## src/design/ute_pkg.sv

```systemverilog
// Shared types, constants and byte-forming function of the UTF-16 to UTF-8 encoder.
package ute_pkg;

    localparam int QUEUE_DEPTH_DEF = 4;
    localparam int MAX_BYTES       = 6;
    localparam int CNT_W           = 3;

    localparam logic [15:0] HIGH_LO  = 16'hD800;
    localparam logic [15:0] HIGH_HI  = 16'hDBFF;
    localparam logic [15:0] LOW_LO   = 16'hDC00;
    localparam logic [15:0] LOW_HI   = 16'hDFFF;
    localparam logic [15:0] ONE_LIM  = 16'h0080;
    localparam logic [15:0] TWO_LIM  = 16'h0800;
    localparam logic [20:0] PLANE1   = 21'h10000;
    localparam logic [7:0]  LEAD2    = 8'hC0;
    localparam logic [7:0]  LEAD3    = 8'hE0;
    localparam logic [7:0]  LEAD4    = 8'hF0;
    localparam logic [7:0]  CONT     = 8'h80;

    // One queue entry: the bytes one input word produces, first byte at index 0.
    typedef struct packed {
        logic [MAX_BYTES-1:0][7:0] bytes;
        logic [CNT_W-1:0]          count;
    } cmd_t;

    function automatic logic [2:0][7:0] three_bytes(input logic [15:0] u);
        logic [2:0][7:0] b;
        b[0] = LEAD3 | {4'h0, u[15:12]};
        b[1] = CONT | {2'b00, u[11:6]};
        b[2] = CONT | {2'b00, u[5:0]};
        return b;
    endfunction

endpackage

```

## src/design/utf16_to_utf8_encoder.sv

```systemverilog
// Top level of the UTF-16 to UTF-8 encoder.
//
// Input side is a queue write port: code_unit and last_unit are taken at a
// clock edge with push high and full low. Output side is a queue read port:
// while empty is low, utf8_byte and last_byte show the oldest byte, which is
// taken at an edge with pop high. last_byte marks the final byte produced by
// one input unit.
// A high surrogate not flagged last produces no bytes until the next unit.
// The first byte of a unit passes the byte-group queue and then the back
// end's current-group register, behind any bytes not yet popped, before it
// shows on the outputs. The output side moves one byte per cycle while pop
// is high and bytes are ready. A unit yields one to three bytes, four for a
// surrogate pair, three to six with an unpaired high surrogate ahead of it.
// The front end accepts one unit per cycle until the byte-group queue
// (QUEUE_DEPTH entries) fills; full then stays high while pop is held low.
// Reset empties the queue, drops any held high surrogate and raises empty.
module utf16_to_utf8_encoder
#(
    parameter int QUEUE_DEPTH = ute_pkg::QUEUE_DEPTH_DEF
)
(
    input  logic        clk,
    input  logic        rst_n,
    input  logic        push,
    output logic        full,
    input  logic [15:0] code_unit,
    input  logic        last_unit,
    output logic        empty,
    input  logic        pop,
    output logic [7:0]  utf8_byte,
    output logic        last_byte
);

    logic          wr_en;
    ute_pkg::cmd_t wr_cmd;
    logic          rd_en;
    ute_pkg::cmd_t rd_cmd;
    logic          q_empty;

    ute_front u_front
    (
        .clk       (clk),
        .rst_n     (rst_n),
        .push      (push),
        .full      (full),
        .code_unit (code_unit),
        .last_unit (last_unit),
        .wr_en     (wr_en),
        .wr_cmd    (wr_cmd)
    );

    ute_fifo #(.DEPTH(QUEUE_DEPTH)) u_fifo
    (
        .clk    (clk),
        .rst_n  (rst_n),
        .wr_en  (wr_en),
        .wr_cmd (wr_cmd),
        .rd_en  (rd_en),
        .rd_cmd (rd_cmd),
        .full   (full),
        .empty  (q_empty)
    );

    ute_back u_back
    (
        .clk       (clk),
        .rst_n     (rst_n),
        .q_empty   (q_empty),
        .q_cmd     (rd_cmd),
        .q_rd      (rd_en),
        .pop       (pop),
        .empty     (empty),
        .utf8_byte (utf8_byte),
        .last_byte (last_byte)
    );

endmodule

```

## src/design/ute_front.sv

```systemverilog
// Front end: accepts code units, pairs surrogates and forms the byte groups.
module ute_front
(
    input  logic             clk,
    input  logic             rst_n,
    input  logic             push,
    input  logic             full,
    input  logic [15:0]      code_unit,
    input  logic             last_unit,
    output logic             wr_en,
    output ute_pkg::cmd_t    wr_cmd
);

    logic        held_valid_reg;
    logic        held_valid_next;
    logic [15:0] held_high_reg;
    logic [15:0] held_high_next;

    logic            accept;
    logic            is_high;
    logic            is_low;
    logic [20:0]     cp;
    logic [2:0][7:0] held_b;
    logic [2:0][7:0] unit_b;
    logic [1:0]      unit_n;
    ute_pkg::cmd_t   cmd;

    assign accept = push && !full;

    always_comb
    begin
        is_high = code_unit inside {[ute_pkg::HIGH_LO:ute_pkg::HIGH_HI]};
        is_low  = code_unit inside {[ute_pkg::LOW_LO:ute_pkg::LOW_HI]};
        cp      = ute_pkg::PLANE1 + {1'b0, held_high_reg[9:0], 10'b0}
                  + {11'b0, code_unit[9:0]};
        held_b  = ute_pkg::three_bytes(held_high_reg);

        unit_b = '0;
        unit_n = 2'd0;
        if (code_unit < ute_pkg::ONE_LIM)
        begin
            unit_b[0] = code_unit[7:0];
            unit_n    = 2'd1;
        end
        else if (code_unit < ute_pkg::TWO_LIM)
        begin
            unit_b[0] = ute_pkg::LEAD2 | {3'b000, code_unit[10:6]};
            unit_b[1] = ute_pkg::CONT | {2'b00, code_unit[5:0]};
            unit_n    = 2'd2;
        end
        else if (is_high && !last_unit)
        begin
            unit_n = 2'd0;
        end
        else
        begin
            unit_b = ute_pkg::three_bytes(code_unit);
            unit_n = 2'd3;
        end

        cmd = '0;
        if (held_valid_reg && is_low)
        begin
            cmd.bytes[0] = ute_pkg::LEAD4 | {5'b0, cp[20:18]};
            cmd.bytes[1] = ute_pkg::CONT | {2'b00, cp[17:12]};
            cmd.bytes[2] = ute_pkg::CONT | {2'b00, cp[11:6]};
            cmd.bytes[3] = ute_pkg::CONT | {2'b00, cp[5:0]};
            cmd.count    = 3'd4;
        end
        else if (held_valid_reg)
        begin
            cmd.bytes[2:0] = held_b;
            cmd.bytes[5:3] = unit_b;
            cmd.count      = 3'd3 + {1'b0, unit_n};
        end
        else
        begin
            cmd.bytes[2:0] = unit_b;
            cmd.count      = {1'b0, unit_n};
        end

        held_valid_next = held_valid_reg;
        held_high_next  = held_high_reg;
        if (accept)
        begin
            held_valid_next = is_high && !last_unit;
            held_high_next  = code_unit;
        end
    end

    assign wr_en  = accept && (cmd.count != '0);
    assign wr_cmd = cmd;

    always_ff @(posedge clk or negedge rst_n)
    begin
        if (!rst_n)
        begin
            held_valid_reg <= 1'b0;
        end
        else
        begin
            held_valid_reg <= held_valid_next;
        end
    end

    always_ff @(posedge clk)
    begin
        held_high_reg <= held_high_next;
    end

`ifndef SYNTHESIS
    a_last_clears_held: assert property (@(posedge clk) disable iff (!rst_n)
        accept && last_unit |=> !held_valid_reg)
        else $error("high surrogate held past end of string");
`endif

endmodule

```

## src/design/ute_fifo.sv

```systemverilog
// Short show-ahead queue of byte groups between the front and back ends.
module ute_fifo
#(
    parameter int DEPTH = ute_pkg::QUEUE_DEPTH_DEF
)
(
    input  logic          clk,
    input  logic          rst_n,
    input  logic          wr_en,
    input  ute_pkg::cmd_t wr_cmd,
    input  logic          rd_en,
    output ute_pkg::cmd_t rd_cmd,
    output logic          full,
    output logic          empty
);

    localparam int AW = (DEPTH > 1) ? $clog2(DEPTH) : 1;
    localparam int CW = $clog2(DEPTH + 1);

    ute_pkg::cmd_t  mem_reg [DEPTH];
    logic [AW-1:0]  wr_ptr_reg;
    logic [AW-1:0]  wr_ptr_next;
    logic [AW-1:0]  rd_ptr_reg;
    logic [AW-1:0]  rd_ptr_next;
    logic [CW-1:0]  count_reg;
    logic [CW-1:0]  count_next;
    logic           do_wr;
    logic           do_rd;

    assign full   = (count_reg == CW'(DEPTH));
    assign empty  = (count_reg == '0);
    assign do_wr  = wr_en && !full;
    assign do_rd  = rd_en && !empty;
    assign rd_cmd = mem_reg[rd_ptr_reg];

    always_comb
    begin
        wr_ptr_next = wr_ptr_reg;
        rd_ptr_next = rd_ptr_reg;
        count_next  = count_reg;
        if (do_wr)
        begin
            wr_ptr_next = (wr_ptr_reg == AW'(DEPTH - 1)) ? '0 : wr_ptr_reg + 1'b1;
        end
        if (do_rd)
        begin
            rd_ptr_next = (rd_ptr_reg == AW'(DEPTH - 1)) ? '0 : rd_ptr_reg + 1'b1;
        end
        if (do_wr && !do_rd)
        begin
            count_next = count_reg + 1'b1;
        end
        else if (do_rd && !do_wr)
        begin
            count_next = count_reg - 1'b1;
        end
    end

    always_ff @(posedge clk or negedge rst_n)
    begin
        if (!rst_n)
        begin
            wr_ptr_reg <= '0;
            rd_ptr_reg <= '0;
            count_reg  <= '0;
        end
        else
        begin
            wr_ptr_reg <= wr_ptr_next;
            rd_ptr_reg <= rd_ptr_next;
            count_reg  <= count_next;
        end
    end

    always_ff @(posedge clk)
    begin
        if (do_wr)
        begin
            mem_reg[wr_ptr_reg] <= wr_cmd;
        end
    end

`ifndef SYNTHESIS
    a_no_overflow: assert property (@(posedge clk) disable iff (!rst_n)
        wr_en |-> !full)
        else $error("word written into full queue");
    a_ptr_count: assert property (@(posedge clk) disable iff (!rst_n)
        (count_reg == '0) || (count_reg == CW'(DEPTH)) |-> wr_ptr_reg == rd_ptr_reg)
        else $error("queue pointers disagree with fill count");
`endif

endmodule

```

## src/design/ute_back.sv

```systemverilog
// Back end: serializes queued byte groups onto the output queue interface.
module ute_back
(
    input  logic          clk,
    input  logic          rst_n,
    input  logic          q_empty,
    input  ute_pkg::cmd_t q_cmd,
    output logic          q_rd,
    input  logic          pop,
    output logic          empty,
    output logic [7:0]    utf8_byte,
    output logic          last_byte
);

    ute_pkg::cmd_t cur_reg;
    ute_pkg::cmd_t cur_next;
    logic [2:0]    idx_reg;
    logic [2:0]    idx_next;
    logic          busy_reg;
    logic          busy_next;
    logic          at_end;

    assign empty     = !busy_reg;
    assign at_end    = (idx_reg == cur_reg.count - 3'd1);
    assign utf8_byte = cur_reg.bytes[idx_reg];
    assign last_byte = at_end;

    always_comb
    begin
        cur_next  = cur_reg;
        idx_next  = idx_reg;
        busy_next = busy_reg;
        q_rd      = 1'b0;
        if (!busy_reg || (pop && at_end))
        begin
            // load the next group, or go idle
            q_rd      = !q_empty;
            busy_next = !q_empty;
            idx_next  = '0;
            if (!q_empty)
            begin
                cur_next = q_cmd;
            end
        end
        else if (pop)
        begin
            idx_next = idx_reg + 3'd1;
        end
    end

    always_ff @(posedge clk or negedge rst_n)
    begin
        if (!rst_n)
        begin
            busy_reg <= 1'b0;
            idx_reg  <= '0;
        end
        else
        begin
            busy_reg <= busy_next;
            idx_reg  <= idx_next;
        end
    end

    always_ff @(posedge clk)
    begin
        cur_reg <= cur_next;
    end

`ifndef SYNTHESIS
    a_idx_in_range: assert property (@(posedge clk) disable iff (!rst_n)
        busy_reg |-> (idx_reg < cur_reg.count) && (cur_reg.count != '0))
        else $error("byte index outside current group");
    a_hold_unpopped: assert property (@(posedge clk) disable iff (!rst_n)
        busy_reg && !pop |=> busy_reg && $stable(idx_reg))
        else $error("output word changed while stalled");
`endif

endmodule
```

## config.mk

```make
export PLATFORM = sky130hd
export DESIGN_NAME = utf16_to_utf8_encoder
export DESIGN_NICKNAME = d
export VERILOG_FILES = /design/src/design/ute_pkg.sv /design/src/design/utf16_to_utf8_encoder.sv /design/src/design/ute_front.sv /design/src/design/ute_fifo.sv /design/src/design/ute_back.sv
export SDC_FILE = /design/constraint.sdc
export NUM_CORES = 1
export LEC_CHECK = 0
export BUFFER_PORTS_ARGS = -buffer_cell sky130_fd_sc_hd__clkbuf_2
export CORE_MARGIN = 2
export CORE_UTILIZATION = 35
export DETAILED_ROUTE_END_ITERATION = 10
export PLACE_DENSITY = 0.58
export SLEW_MARGIN = 15
export SYNTH_ARGS = -nofsm -noshare
export SYNTH_HDL_FRONTEND = slang
export SYNTH_SLANG_ARGS = --single-unit
```

## constraint.sdc

```tcl
create_clock -name clk -period 5.55 [get_ports clk]
set_input_delay 0.2775 -clock clk [delete_from_list [all_inputs] [get_ports clk]]
set_output_delay 0.2775 -clock clk [all_outputs]
set_load 0.02 [all_outputs]
```

==> flow_metrics.py, run 1 <==
metrics = {
    "sta": {
        "fin_crit_sh_pct": 67.3,
        "worst_pin_slew_ps": 1040,
        "skew_ps": 15.1,
        "period_minus_slack_ps": 3730,
        "rsz0062_at_grt": "no",
        "fmax_mhz": 268,
        "final.setup.tns_ps": 0,
        "setup_viol": 0,
        "holdWs_ps": 42.3,
        "final_max_slew_viol_count": 0,
        "hold_viol_final": 0,
        "relSlewSlack_pct": 30.2,
    },
    "power": {
        "vdd_drop_max_mv": 0.219,
        "pwr_density_cell_nw_per_um2": 506,
        "leakage_nw": 4.12,
    },
    "setup_path": {
        "critical_path_class": "reg -> reg",
        "cp.arrival_ps": 4150,
        "r2r-end": "u_fifo.count_reg[1]",
        "endpoint_kind": "flop",
        "r2r-start": "u_back.idx_reg[2]",
        "worstPathRequired_ps": 5960,
        "worstPathMaxFanout": 50,
        "rrSetupSlack_ps": 1820,
        "critPathLaunchType": "flop",
        "rr_worst_depth": 11,
    },
    "logic_synthesis": {
        "ys_top_cells_by_area": "edfxtp_1 (71%), mux4_2 (11%), dfrtp_1 (2.8%)",
        "yosysWarnings": 0,
        "synthCells": 580,
        "syn_area_um2": 10700,
        "synth-edff-count": 251,
        "yosysTopAreaCell": "edfxtp_1",
        "synth_top_area_share_pct": 70.7,
        "ys_types": 51,
        "synth-main-ff-cell": "edfxtp_1",
        "synth_nets": 612,
        "avgSynthCellArea_um2": 18.4,
        "yosysSeqAreaShare_pct": 73.5,
        "ys_ff_latch": 263,
        "async_flop_share_pct": 4.56,
    },
    "cells_and_area": {
        "largest_reg_flops": 188,
        "multi_input_area_um2": 2660,
        "nFillCells": 2655,
        "area_growth_pct": 15.2,
        "final_util_pct": 41.2,
        "design_area_um2": 12300,
        "nets": 658,
        "ff_latch_area_um2": 7840,
        "final_common_cell": "edfxtp_1",
        "layout_common_cells": "edfxtp_1 (251), mux4_2 (54), nor2_1 (37), nand2_1 (34), clkbuf_2 (31)",
        "antenna_cells": 0,
        "drive_gt1_share_pct": 25.2,
    },
    "clock_network": {
        "cts_made_buffers": 27,
        "ctsResizeCount": 0,
        "cts_tree": "done",
        "root_buffer": "clkbuf_16",
        "cts_max_level": 1,
        "path_clk_slew_ps": 60,
        "numClockSinks": 263,
        "clk_latency_ps": 540,
        "cts.path.max_buffers": 3,
    },
    "min_path": {
        "hp-start": "code_unit[6]",
        "min_to": "u_front.held_high_reg[6]",
        "hold_class": "in -> reg",
        "min_path_cells": 1,
    },
    "run_status": {
        "status": "complete, no violations",
    },
    "route": {
        "drt_wl_total_um": 21800,
        "via_per_inst": 5.17,
        "dr.pass1.iters": 5,
        "drtIter0Drc": 611,
        "ant_nets": 0,
        "wire_per_inst_um": 21.0,
        "num_vias": 5361,
        "route.detailed.drc": 0,
    },
    "global_route": {
        "grt_pass1_vias": 5631,
        "grt_antenna_before_repair": 0,
        "grt_pass1_wl_um": 33300,
        "grt_max_degree": 51,
        "groute.usage.overall_pct": 14.0,
        "grt-ovfl-total": 0,
    },
    "floorplanning": {
        "die_y_um": 178,
        "ios": 32,
        "rows": 63,
        "die_w_um": 178,
        "initial_core_util_pct": 35.8,
        "core_um2": 29800,
        "dieArea_um2": 31900,
    },
    "placed_design": {
        "gp_congestion": 0.804,
        "dpl.hpwl_um": 13700,
        "portBuffers": 31,
        "postPlaceCellArea_um2": 11300,
    },
    "flow_run": {
        "drv_cap": 0,
    },
}
cell type report:
type / count / area share, %
Sequential cell: 263 / 63.9
Clock inverter: 19 / 1.99
Inverter: 17 / 0.520
Multi-Input combinational cell: 274 / 21.7
Tap cell: 390 / 3.98
Timing Repair Buffer: 43 / 2.08
Clock buffer: 31 / 5.87
synthesized netlist by cell type, drive strengths merged (2+ instances only):
cell      n
o22ai     8
a211oi    3
and3      2
xnor2     5
buf      13
or3       2
o31ai     2
clkbuf   13
nand2    34
a21oi    18
nor2     37
mux4     54
edfxtp  251
and2     13
mux2      6
xor2      3
nor4      2
nand3    12
dfrtp    12
nor3      3
ha       10
a22oi     5
inv      17
mux2i    11
a31o      4
nand2b    3
o21ai    15
a21boi    6
power by group:
group | total, mW | leakage, nW | internal [mW] | switching [mW]
combinational | 1.36 | 1.21 | 0.634 | 0.727
clock | 1.91 | 0.467 | 1.17 | 0.742
sequential | 2.94 | 2.45 | 2.69 | 0.251
total | 6.21 | 4.12 | 4.49 | 1.72
worst max-delay path: stages (launching register included):
cell and delay [ps]:
dfrtp_1 700, xor3_1 510, or3_1 380, inv_1 120, nand2_1 120, a21oi_4 150, buf_4 540, inv_1 100
ha_1 240, inv_1 70, fa_1 410, mux2_2 260
timing repair:
action	CTS	global route
setup buffers	0	0
endpoints found under the hold margin	15	0
hold buffers	4	0
per-stage QoR:
stage                     setup WS [ps]  total power, mW  std cells
after floorplan                    1410             3.91        580
after global placement             1890             4.33        983
after detailed placement           1800             4.38        983
after CTS                          1770             6.30       1037
after global routing               1610             6.49       1037
final                              1820             6.21       1037
how the worst max path moves through the flow:
stage / end / start / cells after the start / slack [ps]
floorplan: u_fifo.count_reg[1] / u_back.cur_reg[0] / 12 / 1410
global placement: u_fifo.count_reg[1] / u_back.idx_reg[2] / 11 / 1890
detailed placement: u_fifo.count_reg[1] / u_back.idx_reg[2] / 11 / 1800
CTS: u_fifo.count_reg[1] / u_back.idx_reg[2] / 11 / 1770
global route: u_fifo.count_reg[1] / u_back.idx_reg[2] / 11 / 1610
finish: u_fifo.count_reg[1] / u_back.idx_reg[2] / 11 / 1820
kinds of logic after synthesis:
family / after synthesis / synth area share, %
compound gates: 68 / 4.24
mux: 71 / 13.2
buf+inv: 43 / 1.63
fa+ha+maj: 11 / 1.36
simple gates: 115 / 5.19
flops: 263 / 73.5
xor+xnor: 9 / 0.881
layer usage:
metal,track usage [%],wire [µm],vias up
li1,-,-,2396
met1,19.0,9330,2787
met2,23.7,10800,154
met3,2.32,1350,24
met4,3.49,305,0
met5,0,0,-
Power figures use the tool's default switching activity.
==> inputs of run 2 (changes only) <==
--- a/config.mk
+++ b/config.mk
@@ -9,7 +9,7 @@
 export CORE_MARGIN = 2
 export CORE_UTILIZATION = 35
 export DETAILED_ROUTE_END_ITERATION = 10
-export PLACE_DENSITY = 0.58
+export PLACE_DENSITY = 0.6
 export SLEW_MARGIN = 15
 export SYNTH_ARGS = -nofsm -noshare
 export SYNTH_HDL_FRONTEND = slang
==> constraint.sdc (replaced) <==
create_clock -name clk -period 3.17 [get_ports clk]
set_input_delay 0.1585 -clock clk [delete_from_list [all_inputs] [get_ports clk]]
set_output_delay 0.1585 -clock clk [all_outputs]
set_load 0.02 [all_outputs]
==> flow_metrics.py, run 2 (synthesized netlist as in run 1, its figures left out) <==
metrics = {
    "route": {
        "drt_wl_total_um": 21500,
        "num_vias": 5443,
        "drtIter0Drc": 507,
        "ant_nets": 0,
        "route.detailed.drc": 0,
        "wire_per_inst_um": 20.3,
        "via_per_inst": 5.14,
        "dr.pass1.iters": 5,
    },
    "floorplanning": {
        "dieArea_um2": 31900,
        "ios": 32,
        "initial_core_util_pct": 35.8,
        "die_w_um": 178,
        "rows": 63,
        "core_um2": 29800,
        "die_y_um": 178,
    },
    "clock_network": {
        "cts_max_level": 1,
        "path_clk_slew_ps": 60,
        "ctsResizeCount": 0,
        "root_buffer": "clkbuf_16",
        "numClockSinks": 263,
        "clk_latency_ps": 520,
        "cts_tree": "done",
        "cts.path.max_buffers": 3,
        "cts_made_buffers": 26,
    },
    "cells_and_area": {
        "final_common_cell": "edfxtp_1",
        "layout_common_cells": "edfxtp_1 (251), mux4_2 (54), nor2_1 (37), nand2_1 (34), clkbuf_2 (31)",
        "stdcell_count": 1058,
        "area_growth_pct": 16.4,
        "drive_gt1_share_pct": 24.7,
        "nets": 684,
        "multi_input_area_um2": 2670,
        "ff_latch_area_um2": 7840,
        "antenna_cells": 0,
        "nFillCells": 2665,
        "largest_reg_flops": 188,
    },
    "placed_design": {
        "placedCellCount": 997,
        "gp_congestion": 0.850,
        "portBuffers": 31,
        "dpl.hpwl_um": 13200,
    },
    "setup_path": {
        "crit_end": "u_fifo.count_reg[2]",
        "worstPathRequired_ps": 3610,
        "r2r-end": "u_fifo.rd_ptr_reg[1]",
        "critPathLaunchType": "input pin",
        "cp.arrival_ps": 3350,
        "critical_path_class": "in -> reg",
        "endpoint_kind": "flop",
        "rr_worst_depth": 9,
        "crit_start": "code_unit[13]",
        "r2r-start": "u_back.cur_reg[0]",
        "rrSetupSlack_ps": 490,
        "worstPathMaxFanout": 7,
    },
    "flow_run": {
        "drv_cap": 0,
    },
    "power": {
        "power_mw": 10.4,
        "pwr_density_cell_nw_per_um2": 842,
        "vdd_drop_max_mv": 0.412,
        "leakage_nw": 4.16,
    },
    "sta": {
        "worst_pin_slew_ps": 704,
        "period_minus_slack_ps": 2910,
        "fmax_mhz": 344,
        "final_max_slew_viol_count": 0,
        "hold_viol_final": 0,
        "fin_crit_sh_pct": 91.7,
        "rsz0062_at_grt": "no",
        "skew_ps": 7.39,
        "relSlewSlack_pct": 53.1,
        "setup_viol": 0,
        "holdWs_ps": 66.1,
    },
    "min_path": {
        "hold_class": "in -> reg",
    },
    "global_route": {
        "grt_antenna_before_repair": 0,
        "grt_pass1_wl_um": 33400,
        "grt-ovfl-total": 0,
        "grt_pass1_vias": 5742,
        "groute.usage.overall_pct": 14.0,
        "grt_max_degree": 50,
    },
    "run_status": {
        "status": "complete, no violations",
    },
}
## run 2: cell types whose count changed in the layout (fill, tap and decap cells not counted), moves of 2 or more
cell / change
buf_12: +6
buf_4: +8
bufinv_16: -4
clkbuf_1: +7
clkbuf_8: -3
clkinv_1: +2
clkinv_2: -2
clkinv_4: -2
dlygate4sd3_1: +13
inv_6: -3
## run 2: critical path, stage by stage
cell,delay [ps]
dlygate4sd3_1,530
clkbuf_2,150
nand3b_1,210
or4_1,510
a21boi_4,200
ha_1,260
nand2_1,90
o31a_4,180
ha_2,190
inv_1,50
fa_1,370
xor2_1,170
nor2_1,120
xor2_1,160
## run 2: worst min path at each step
stage	startpoint	endpoint	cells past startpoint
finish	code_unit[10]	u_front.held_high_reg[10]	2
global route	code_unit[10]	u_front.held_high_reg[10]	2
CTS	code_unit[10]	u_front.held_high_reg[10]	2
detailed placement	rst_n	u_back.idx_reg[2]	1
global placement	rst_n	u_back.idx_reg[2]	1
floorplan	rst_n	u_back.busy_reg	0
## run 2: cell type report
cell class              count  share of cell area (%)
flip-flops and latches    263                    63.2
clock buffers              35                    5.69
well taps                 390                    3.93
repair buffers             70                    4.56
inverters                  17                   0.535
multi-input cells         274                    21.5
clock inverters             9                   0.565
## run 2: routing by layer
metal  global-route usage (%)  vias up  part of all wire [%]
li1                         -     2445                     -
met1                     19.4     2835                    44
met2                     23.0      133                    49
met3                     2.37       30                   5.5
met4                     3.49        0                   1.6
met5                        0        -                     0
## run 2: through the flow
stage	cell area, µm²	TNS [ps]	worst slack [ps]	utilization [%]
after floorplan	10700	-440	-303	-
after global placement	11500	0	347	38.5
after detailed placement	11500	0	307	38.5
after CTS	12400	0	283	41.6
after global routing	12400	0	148	41.6
final	12400	0	263	41.6
## run 2: where the power goes
part,switching [mW],internal (mW)
Sequential,0.288,4.70
Clock,1.18,1.63
Combinational,1.42,1.22
Total,2.89,7.55
## run 2: repair_timing
item,in CTS,in global routing
hold endpoints to repair,30,0
setup endpoints to repair,0,0
hold buffers,17,0
buffers inserted,0,0
==> inputs of run 3 (changes only) <==
--- a/config.mk
+++ b/config.mk
@@ -5,7 +5,7 @@
 export SDC_FILE = /design/constraint.sdc
 export NUM_CORES = 1
 export LEC_CHECK = 0
-export BUFFER_PORTS_ARGS = -buffer_cell sky130_fd_sc_hd__clkbuf_2
+export BUFFER_PORTS_ARGS = -buffer_cell sky130_fd_sc_hd__buf_2
 export CORE_MARGIN = 2
 export CORE_UTILIZATION = 35
 export DETAILED_ROUTE_END_ITERATION = 10
==> constraint.sdc (replaced) <==
create_clock -name clk -period 3.17 [get_ports clk]
set_input_delay 0.317 -clock clk [delete_from_list [all_inputs] [get_ports clk]]
set_output_delay 0.317 -clock clk [all_outputs]
set_load 0.02 [all_outputs]
==> flow_metrics.py, run 3 (synthesized netlist as in run 1, its figures left out) <==
metrics = {
    "floorplanning": {
        "initial_core_util_pct": 35.8,
        "core_um2": 29800,
        "die_w_um": 178,
        "ios": 32,
        "die_y_um": 178,
        "dieArea_um2": 31900,
        "rows": 63,
    },
    "sta": {
        "skew_ps": 6.60,
        "fmax_mhz": 367,
        "final_max_slew_viol_count": 0,
        "setup_viol": 0,
        "relSlewSlack_pct": 53.6,
        "period_minus_slack_ps": 2730,
        "rsz0062_at_grt": "no",
        "worst_slack_ps": 445,
        "holdWs_ps": 59.3,
        "worst_pin_slew_ps": 688,
        "hold_viol_final": 0,
        "fin_crit_sh_pct": 86.0,
    },
    "setup_path": {
        "cp.arrival_ps": 3130,
        "critical_path_class": "reg -> reg",
        "r2r-start": "u_back.cur_reg[0]",
        "rr_worst_depth": 12,
        "r2r-end": "u_fifo.count_reg[1]",
        "path_cells": "inv_1 > ha_1 > xnor2_1 > or3_4 > inv_4 > nand2_1 > a21oi_4 > inv_1 > ha_2 > inv_1 > fa_1 > mux2_2",
        "critPathMaxStageDelay_ps": 420,
        "endpoint_kind": "flop",
        "rrSetupSlack_ps": 440,
        "slowest_stage": "or3_4",
        "cp_top_family": "adder cells",
        "crit_top_cell": "inv_1",
        "worstPathRequired_ps": 3580,
        "worstPathMaxFanout": 4,
        "worst-path-buf-inv": 4,
        "critPathLaunchType": "flop",
    },
    "clock_network": {
        "cts_tree": "done",
        "path_clk_slew_ps": 60,
        "cts_made_buffers": 27,
        "numClockSinks": 263,
        "ctsResizeCount": 0,
        "cts_max_level": 1,
        "root_buffer": "clkbuf_16",
        "cts.path.max_buffers": 3,
        "clk_latency_ps": 520,
    },
    "cells_and_area": {
        "multi_input_area_um2": 2670,
        "area_growth_pct": 15.4,
        "layout_common_cells": "edfxtp_1 (251), mux4_2 (54), nor2_1 (37), nand2_1 (34), buf_2 (31)",
        "ff_latch_area_um2": 7840,
        "nets": 675,
        "antenna_cells": 0,
        "drive_gt1_share_pct": 27.0,
        "final_common_cell": "edfxtp_1",
        "largest_reg_flops": 188,
        "nFillCells": 2665,
    },
    "global_route": {
        "grt_max_degree": 50,
        "grt-ovfl-total": 0,
        "groute.usage.overall_pct": 13.9,
        "grt_pass1_wl_um": 33300,
        "grt_pass1_vias": 5569,
        "grt_antenna_before_repair": 0,
    },
    "min_path": {
        "hold_class": "in -> reg",
        "min_path_cells": 1,
        "hp-start": "code_unit[11]",
        "min_to": "u_front.held_high_reg[11]",
    },
    "placed_design": {
        "portBuffers": 31,
        "gp_congestion": 0.803,
        "dp_slack_ps": 30.7,
        "dpl.hpwl_um": 13800,
    },
    "route": {
        "wire_per_inst_um": 20.4,
        "dr.pass1.iters": 5,
        "drt_wl_total_um": 21500,
        "route.detailed.drc": 0,
        "ant_nets": 0,
        "num_vias": 5394,
        "via_per_inst": 5.12,
        "drtIter0Drc": 489,
    },
    "power": {
        "pwr_density_cell_nw_per_um2": 857,
        "leakage_nw": 4.15,
        "vdd_drop_max_mv": 0.476,
        "power_mw": 10.5,
    },
    "run_status": {
        "status": "complete, no violations",
    },
    "flow_run": {
        "drv_cap": 0,
    },
}
[run 3: changes by cell type in the layout (fill, tap and decap cells not counted)]
cell / delta
buf_12: -4
buf_2: +31
buf_4: +10
bufinv_16: +1
clkbuf_1: -3
clkbuf_2: -31
clkinv_2: +6
clkinv_4: +1
dlygate4sd3_1: -16
[run 3: timing repair]
item	4_1_cts	5_1_grt
endpoints found under the hold margin	12	0
buffers inserted	0	0
hold buffers	1	0
[run 3: through the flow]
stage / instances / setup TNS, ps / instance area, µm² / utilization, %
after floorplan: 580 / -440 / 10700 / -
after global placement: 1003 / 0 / 11500 / 38.4
after detailed placement: 1003 / 0 / 11500 / 38.4
after CTS: 1053 / 0 / 12300 / 41.3
after global routing: 1053 / 0 / 12300 / 41.3
final: 1053 / 0 / 12300 / 41.3
[run 3: how the worst max path moves through the flow]
stage | from | to | slack [ps] | depth (start not counted)
6_report | u_back.cur_reg[0] | u_fifo.count_reg[1] | 440 | 12
3_3_place_gp | code_unit[14] | u_fifo.count_reg[1] | 190 | 11
3_5_place_dp | code_unit[14] | u_fifo.count_reg[1] | 30 | 11
4_1_cts | u_back.cur_reg[0] | u_fifo.rd_ptr_reg[0] | 390 | 9
2_1_floorplan | u_back.cur_reg[0] | u_fifo.count_reg[1] | -300 | 12
5_1_grt | u_back.cur_reg[0] | u_fifo.rd_ptr_reg[0] | 280 | 9
[run 3: power breakdown]
part           internal [mW]  switching, mW  total, mW
registers               4.70          0.330       5.03
logic                   1.19           1.36       2.55
clock network           1.72           1.23       2.95
[run 3: area by class of cell]
cell class	instances	share of cell area [%]
Inverter	17	0.539
Timing Repair Buffer	60	3.26
Sequential cell	263	63.8
Clock buffer	32	5.65
Clock inverter	17	1.13
Multi-Input combinational cell	274	21.7
Tap cell	390	3.97
[run 3: metal layers]
metal | global-route usage, % | part of all wire (%)
met1 | 19.2 | 44
met2 | 23.6 | 50
met3 | 1.83 | 4.6
met4 | 3.18 | 1.7
met5 | 0 | 0
